$ cat src/hw/rtl/dts_pkg.sv
`timescale 1ns / 1ps
// Shared constants for the depth-first topological sort unit.
// No dependencies.
package dts_pkg;
    localparam int MAX_VERTICES = 64;
    localparam int MAX_EDGES    = 256;
    localparam int VW           = 6;   // vertex number width
    localparam int EAW          = 8;   // edge store address width
    localparam int ECW          = 9;   // edge count width
    localparam int EDGE_W       = 2 * VW;
    localparam int FRAME_W      = VW + ECW;

    // item kinds on the input channel
    localparam logic KIND_EDGE  = 1'b0;
    localparam logic KIND_SORT  = 1'b1;
endpackage

$ cat src/hw/rtl/dts_ram.sv
`timescale 1ns / 1ps
// Generic single-write, single-read RAM with registered read data.
// No dependencies.
module dts_ram #(
    parameter int WIDTH = 8,
    parameter int DEPTH = 64
) (
    input  logic                     i_clk,
    input  logic                     i_we,
    input  logic [$clog2(DEPTH)-1:0] i_waddr,
    input  logic [WIDTH-1:0]         i_wdata,
    input  logic [$clog2(DEPTH)-1:0] i_raddr,
    output logic [WIDTH-1:0]         o_rdata
);
    logic [WIDTH-1:0] r_mem [DEPTH];

    always_ff @(posedge i_clk) begin
        if (i_we) begin
            r_mem[i_waddr] <= i_wdata;
        end
        o_rdata <= r_mem[i_raddr];
    end
endmodule

$ cat src/hw/rtl/dfs_topological_sort_unit.sv
`timescale 1ns / 1ps
// Top level: edge loading, depth-first walk and order emission.
// Depends on dts_pkg and dts_ram.
//
//  channel | signals                                   | dir
//  in      | i_valid o_ready i_kind i_from_vertex i_to_vertex | in
//  out     | o_valid i_ready o_vertex o_last o_edges_dropped  | out
//  cfg     | i_cfg_we i_cfg_wdata (vertex_count)        | in
//
// An edge item is taken in S_IDLE and the unit stays ready. A sort runs the edge
// store read loop (S_RD, S_EV) for each edge examined, plus root search, finish and
// stack pop per vertex, then emits each vertex through the finish RAM.
// Reset is synchronous and clears control state only; no clearing pass.
// The output register holds a vertex until the downstream side takes it.
module dfs_topological_sort_unit (
    input  logic                   i_clk,
    input  logic                   i_rst_n,
    input  logic                   i_cfg_we,
    input  logic [dts_pkg::VW-1:0] i_cfg_wdata,
    input  logic                   i_valid,
    output logic                   o_ready,
    input  logic                   i_kind,
    input  logic [dts_pkg::VW-1:0] i_from_vertex,
    input  logic [dts_pkg::VW-1:0] i_to_vertex,
    output logic                   o_valid,
    input  logic                   i_ready,
    output logic [dts_pkg::VW-1:0] o_vertex,
    output logic                   o_last,
    output logic                   o_edges_dropped
);
    typedef enum logic [3:0] {
        S_IDLE, S_ROOT, S_RD, S_EV, S_FIN, S_POP, S_EMRD, S_EMCAP, S_EMOUT
    } t_state;

    t_state r_state;
    logic [dts_pkg::VW-1:0]  r_count;
    logic [dts_pkg::ECW-1:0] r_edge_count;
    logic                    r_dropped;
    logic [dts_pkg::MAX_VERTICES-1:0] r_visited;
    logic [dts_pkg::VW:0]    r_root;
    logic [dts_pkg::VW-1:0]  r_cur;
    logic [dts_pkg::ECW-1:0] r_e;
    logic [dts_pkg::VW-1:0]  r_depth;
    logic [dts_pkg::VW-1:0]  r_fin;
    logic [dts_pkg::VW-1:0]  r_vertex;

    logic [dts_pkg::EDGE_W-1:0]  edge_rdata;
    logic [dts_pkg::FRAME_W-1:0] walk_rdata;
    logic [dts_pkg::VW-1:0]      fin_rdata;

    logic edge_ok, edge_we, hit, walk_we, fin_we;
    logic [dts_pkg::VW-1:0] ev_src, ev_dst;
    logic [dts_pkg::VW-1:0] walk_waddr, walk_raddr, fin_raddr;

    assign o_ready         = (r_state == S_IDLE);
    assign o_valid         = (r_state == S_EMOUT);
    assign o_vertex        = r_vertex;
    assign o_last          = (r_fin == dts_pkg::VW'(1));
    assign o_edges_dropped = r_dropped;

    assign edge_ok = (i_from_vertex != '0) && (i_from_vertex <= r_count)
                  && (i_to_vertex != '0) && (i_to_vertex <= r_count)
                  && (r_edge_count != dts_pkg::ECW'(dts_pkg::MAX_EDGES));
    assign edge_we = (r_state == S_IDLE) && i_valid && (i_kind == dts_pkg::KIND_EDGE)
                  && edge_ok;

    assign ev_src = edge_rdata[dts_pkg::EDGE_W-1:dts_pkg::VW];
    assign ev_dst = edge_rdata[dts_pkg::VW-1:0];
    assign hit    = (ev_src == r_cur) && (ev_dst != '0) && (ev_dst <= r_count)
                 && !r_visited[ev_dst];

    assign walk_we    = (r_state == S_EV) && hit;
    assign walk_waddr = r_depth - dts_pkg::VW'(1);
    assign walk_raddr = r_depth - dts_pkg::VW'(2);
    assign fin_we     = (r_state == S_FIN);
    assign fin_raddr  = r_fin - dts_pkg::VW'(1);

    dts_ram #(.WIDTH(dts_pkg::EDGE_W), .DEPTH(dts_pkg::MAX_EDGES)) u_edge_ram (
        .i_clk   (i_clk),
        .i_we    (edge_we),
        .i_waddr (r_edge_count[dts_pkg::EAW-1:0]),
        .i_wdata ({i_from_vertex, i_to_vertex}),
        .i_raddr (r_e[dts_pkg::EAW-1:0]),
        .o_rdata (edge_rdata)
    );

    dts_ram #(.WIDTH(dts_pkg::FRAME_W), .DEPTH(dts_pkg::MAX_VERTICES)) u_walk_ram (
        .i_clk   (i_clk),
        .i_we    (walk_we),
        .i_waddr (walk_waddr),
        .i_wdata ({r_cur, r_e + dts_pkg::ECW'(1)}),
        .i_raddr (walk_raddr),
        .o_rdata (walk_rdata)
    );

    dts_ram #(.WIDTH(dts_pkg::VW), .DEPTH(dts_pkg::MAX_VERTICES)) u_fin_ram (
        .i_clk   (i_clk),
        .i_we    (fin_we),
        .i_waddr (r_fin),
        .i_wdata (r_cur),
        .i_raddr (fin_raddr),
        .o_rdata (fin_rdata)
    );

    always_ff @(posedge i_clk) begin
        if (!i_rst_n) begin
            r_state      <= S_IDLE;
            r_count      <= '0;
            r_edge_count <= '0;
            r_dropped    <= 1'b0;
            r_visited    <= '0;
            r_root       <= '0;
            r_depth      <= '0;
            r_fin        <= '0;
        end else begin
            if (i_cfg_we) begin
                r_count <= i_cfg_wdata;
            end
            unique case (r_state)
                S_IDLE: begin
                    if (i_valid) begin
                        if (i_kind == dts_pkg::KIND_SORT) begin
                            r_visited <= '0;
                            r_root    <= (dts_pkg::VW+1)'(1);
                            r_fin     <= '0;
                            r_state   <= S_ROOT;
                        end else if (edge_ok) begin
                            r_edge_count <= r_edge_count + dts_pkg::ECW'(1);
                        end else begin
                            r_dropped <= 1'b1;
                        end
                    end
                end
                S_ROOT: begin
                    if (r_root > {1'b0, r_count}) begin
                        r_state <= (r_fin == '0) ? S_IDLE : S_EMRD;
                    end else if (r_visited[r_root[dts_pkg::VW-1:0]]) begin
                        r_root <= r_root + (dts_pkg::VW+1)'(1);
                    end else begin
                        r_visited[r_root[dts_pkg::VW-1:0]] <= 1'b1;
                        r_cur   <= r_root[dts_pkg::VW-1:0];
                        r_e     <= '0;
                        r_depth <= dts_pkg::VW'(1);
                        r_state <= S_RD;
                    end
                end
                S_RD: begin
                    // read issued at r_e; out of edges means this vertex finishes
                    r_state <= (r_e >= r_edge_count) ? S_FIN : S_EV;
                end
                S_EV: begin
                    if (hit) begin
                        r_visited[ev_dst] <= 1'b1;
                        r_cur   <= ev_dst;
                        r_e     <= '0;
                        r_depth <= r_depth + dts_pkg::VW'(1);
                    end else begin
                        r_e <= r_e + dts_pkg::ECW'(1);
                    end
                    r_state <= S_RD;
                end
                S_FIN: begin
                    r_fin <= r_fin + dts_pkg::VW'(1);
                    if (r_depth == dts_pkg::VW'(1)) begin
                        r_depth <= '0;
                        r_root  <= r_root + (dts_pkg::VW+1)'(1);
                        r_state <= S_ROOT;
                    end else begin
                        r_state <= S_POP;
                    end
                end
                S_POP: begin
                    r_cur   <= walk_rdata[dts_pkg::FRAME_W-1:dts_pkg::ECW];
                    r_e     <= walk_rdata[dts_pkg::ECW-1:0];
                    r_depth <= r_depth - dts_pkg::VW'(1);
                    r_state <= S_RD;
                end
                S_EMRD:  r_state <= S_EMCAP;
                S_EMCAP: begin
                    r_vertex <= fin_rdata;
                    r_state  <= S_EMOUT;
                end
                S_EMOUT: begin
                    if (i_ready) begin
                        r_fin   <= r_fin - dts_pkg::VW'(1);
                        r_state <= (r_fin == dts_pkg::VW'(1)) ? S_IDLE : S_EMRD;
                    end
                end
                default: r_state <= S_IDLE;
            endcase
        end
    end

    a_no_overlap: assert property (@(posedge i_clk) disable iff (!i_rst_n)
        !(o_ready && o_valid)) else $error("input and output active together");
    a_depth_live: assert property (@(posedge i_clk) disable iff (!i_rst_n)
        (r_state == S_EV || r_state == S_RD) |-> (r_depth != '0))
        else $error("walk with empty stack");
    a_emit_count: assert property (@(posedge i_clk) disable iff (!i_rst_n)
        o_valid |-> (r_fin != '0)) else $error("emitting with empty finish stack");
    a_last_ends: assert property (@(posedge i_clk) disable iff (!i_rst_n)
        (o_valid && i_ready && o_last) |=> o_ready)
        else $error("last transfer did not return to idle");
endmodule

$ cat config.mk
export PLATFORM = sky130hd
export DESIGN_NAME = dfs_topological_sort_unit
export DESIGN_NICKNAME = d
export VERILOG_FILES = /design/src/hw/rtl/dts_pkg.sv /design/src/hw/rtl/dts_ram.sv /design/src/hw/rtl/dfs_topological_sort_unit.sv
export SDC_FILE = /design/constraint.sdc
export NUM_CORES = 2
export LEC_CHECK = 0
export BUFFER_PORTS_ARGS = -buffer_cell sky130_fd_sc_hd__buf_2
export CORE_MARGIN = 5
export CORE_UTILIZATION = 50
export DETAILED_ROUTE_END_ITERATION = 6
export GPL_ROUTABILITY_DRIVEN = 0
export PLACE_DENSITY_LB_ADDON = 0.2
export SYNTH_ARGS = -nofsm -noshare
export SYNTH_HDL_FRONTEND = slang
export SYNTH_MEMORY_MAX_BITS = 65536
export SYNTH_SLANG_ARGS = --single-unit
$ cat constraint.sdc
create_clock -name i_clk -period 9.8 [get_ports i_clk]
set_input_delay 1.96 -clock i_clk [delete_from_list [all_inputs] [get_ports i_clk]]
set_output_delay 1.96 -clock i_clk [all_outputs]
set_load 0.02 [all_outputs]
==> out/results.tsv <==
metric	value	unit
part of the cycle the worst path needs	66.5	%
synthesized flop and latch total	4573	
htree depth	5	
fmax	0.153	GHz
CTS tree	done	
chip width	607	um
Gate Count Post-Synth	8198	
Max-cap violations	0	
DRC viols	1	
Worst-Margin Slew	1.24	ns
worst skew pair latency	0.99	ns
cts hold-fix bufs	0	
Initial DRC Count	11800	
crit path capture type	flop	
Overflow after GRT	0	
post-CTS sizing	0	
I/O Pins	34	
Area contributors post-synth	edfxtp_1, mux4_2, dfxtp_1	
Final nets	8506	
first-pass GRT wire length	659000	um
Ys Warns	0	
Worst Path Required	10.37	ns
Root Driver	clkbuf_16	
core area	355000	um2
Synth top area share	74.8	%
Final setup violation count	0	
Seq/Total Area, Yosys	76.4	%
critical path class	in -> reg	
final WL	461000	um
ys flop type	edfxtp_1	
Post-Route Setup TNS	0	ns
Row Count	219	
Syn Area/Cell	21.7	um2
RSZ-0062 raised after global routing	false	
Cell Area, Synth	178000	um2
# placed instances	12700	
power per standard cell area	211	nW/um2
Post-synth EDFFs	4437	
violated checks	design-rule violations	
Tmin final	6.52	ns
WP data arrival	7.09	ns
Final Hold Fails	0	
Clock transition at path regs	0.06	ns
FF/Latch Area	136000	um2
Seq pwr share	51.1	%
R2R Setup Slk	4.05	ns
Hold/Removal Path Class	reg -> reg	
most common cell in the netlist	edfxtp_1	
vias in the first global route	86400	
initial antenna violation count	29	
hpwl dp	274000	um
Routed met1 length	187000	um
WL met2	213000	um
drt wl/cell	33.9	um
Initial Utilization	50.1	%
post-route ant nets	0	
Net Switching	9.27	mW
syn_nets	8271	
max-slew violations	0	
clock power share	42.4	%
combinational power share	6.5	%
fin area	200000	um2
clock sink count	4573	
sw frac	21.9	%
most frequent cells after synthesis	edfxtp_1, mux4_2, nor2_1, clkbuf_1, a21oi_1	
Avg Vias per Cell	6.43	
GRT Total Usage	25.0	%
skew final	0.0904	ns
number of library cell types mapped by synthesis	77	
DR pass1 iterations	7	
Worst setup SP type	input pin	
status	finished with violations	
multi-input logic area	40200	um2
die height	607	um
WL met3	43700	um
Util after Layout	56.3	%
leakage power	61.4	nW
Placement Cell Area	185000	um2
die area	368000	um2
VDD IR max	0.207	mV
overall power	42.3	mW
Yosys top cell by area	edfxtp_1	
Int Power	33.0	mW
largest net degree at the start of global routing	134	
Syn-to-layout area delta	12.4	%
crit-path max FO	80	
Port Buffers	33	
Clock Path Buffers	4	
share of layout cells above drive strength 1	26.1	%
setup bufs post-CTS	0	
total CTS buffers	455	
via count	87400	
Worst slew margin	17.2	%
fill cell count	25900	
Non-Filler Instances	13600	
fraction of registers with async set/reset	0	%
Top Layer Used	met5	
==> per-layer routing <==
metal	vias to the layer above	global-route usage, %
li1	35100	-
met1	46500	37.0
met2	4949	37.5
met3	802	5.12
met4	24	8.43
met5	-	0
==> final timing paths <==
path | startpoint | to | depth (start not counted)
worst max-delay path | i_to_vertex[3] | u_edge_ram.r_mem[159][10] | 10
worst min-delay path | u_fin_ram.o_rdata[2] | o_vertex[2] | 0
worst max register to register | r_edge_count[2] | u_edge_ram.r_mem[159][10] | 7
worst min register to register | u_fin_ram.o_rdata[2] | o_vertex[2] | 0
==> critical path: stages <==
cell	delay, ns
buf_8	0.35
ha_1	0.38
a21o_1	0.18
a21o_1	0.18
a221oi_1	0.30
o22ai_1	0.17
nor3_2	0.23
and3_1	0.88
nand2_1	0.99
nor2_1	1.18
==> power groups by stage <==
stage	clock, mW	combinational, mW	sequential [mW]
CTS	18.2	2.77	21.6
finish	18.0	2.75	21.6
global route	19.1	2.89	21.6
floorplan	0	1.64	22.0
global placement	0	2.74	22.0
detailed placement	0	2.76	22.0
==> cells in the final DEF, fill, tap and decap left out, types with 19 or more instances in the layout <==
cell type and n:
a21o_1 32, a211oi_1 71, clkbuf_1 88, ha_1 46
nand3_1 50, mux2i_1 143, nor2_1 540, o21ai_0 73
buf_2 21, a21oi_1 145, o22ai_1 128, o221ai_1 54
clkinv_1 96, clkinvlp_4 20, nor3_1 43, clkinv_2 77
clkbuf_16 458, nand3b_1 23, inv_1 45, a22oi_1 24
nand2_1 92, buf_4 216, xnor2_1 19, nor2b_1 25
mux4_2 1290, nand4_1 19, edfxtp_1 4437, bufinv_16 70
dfxtp_1 132
==> state kept, by name, summed over array words and instances, names as in the netlist, 7 cells and up <==
signal and cells:
r_visited 64, r_edge_count 9, u_fin_ram.r_mem 384, u_walk_ram.r_mem 960, u_edge_ram.r_mem 3072, u_walk_ram.o_rdata 15
r_root 7, u_edge_ram.o_rdata 12, r_e 9
==> final cells by class <==
type | count | area share, %
Sequential cell | 4573 | 67.9
Multi-Input combinational cell | 3085 | 20.1
Clock buffer | 552 | 5.93
Tap cell | 4751 | 2.97
Clock inverter | 300 | 1.82
Timing Repair Buffer | 266 | 1.12
Inverter | 52 | 0.0975
Antenna cell | 15 | 0.0188
==> cell families after synthesis <==
family | synth area share (%)
AO/OA/AOI/OAI | 2.41
XOR/XNOR | 0.197
multiplexers | 17.1
buffers and inverters | 1.23
adder cells (fa/ha/maj) | 0.344
flip-flops | 76.4
AND/OR/NAND/NOR | 2.30
==> through the flow <==
step,hold WS [ns],setup slack [ns]
after floorplan,0.386,4.69
after global routing,0.420,3.27
final,0.403,3.28
after detailed placement,0.397,2.52
after global placement,0.392,2.40
after CTS,0.405,3.57
Note: power is estimated with default switching activity, not from simulation.
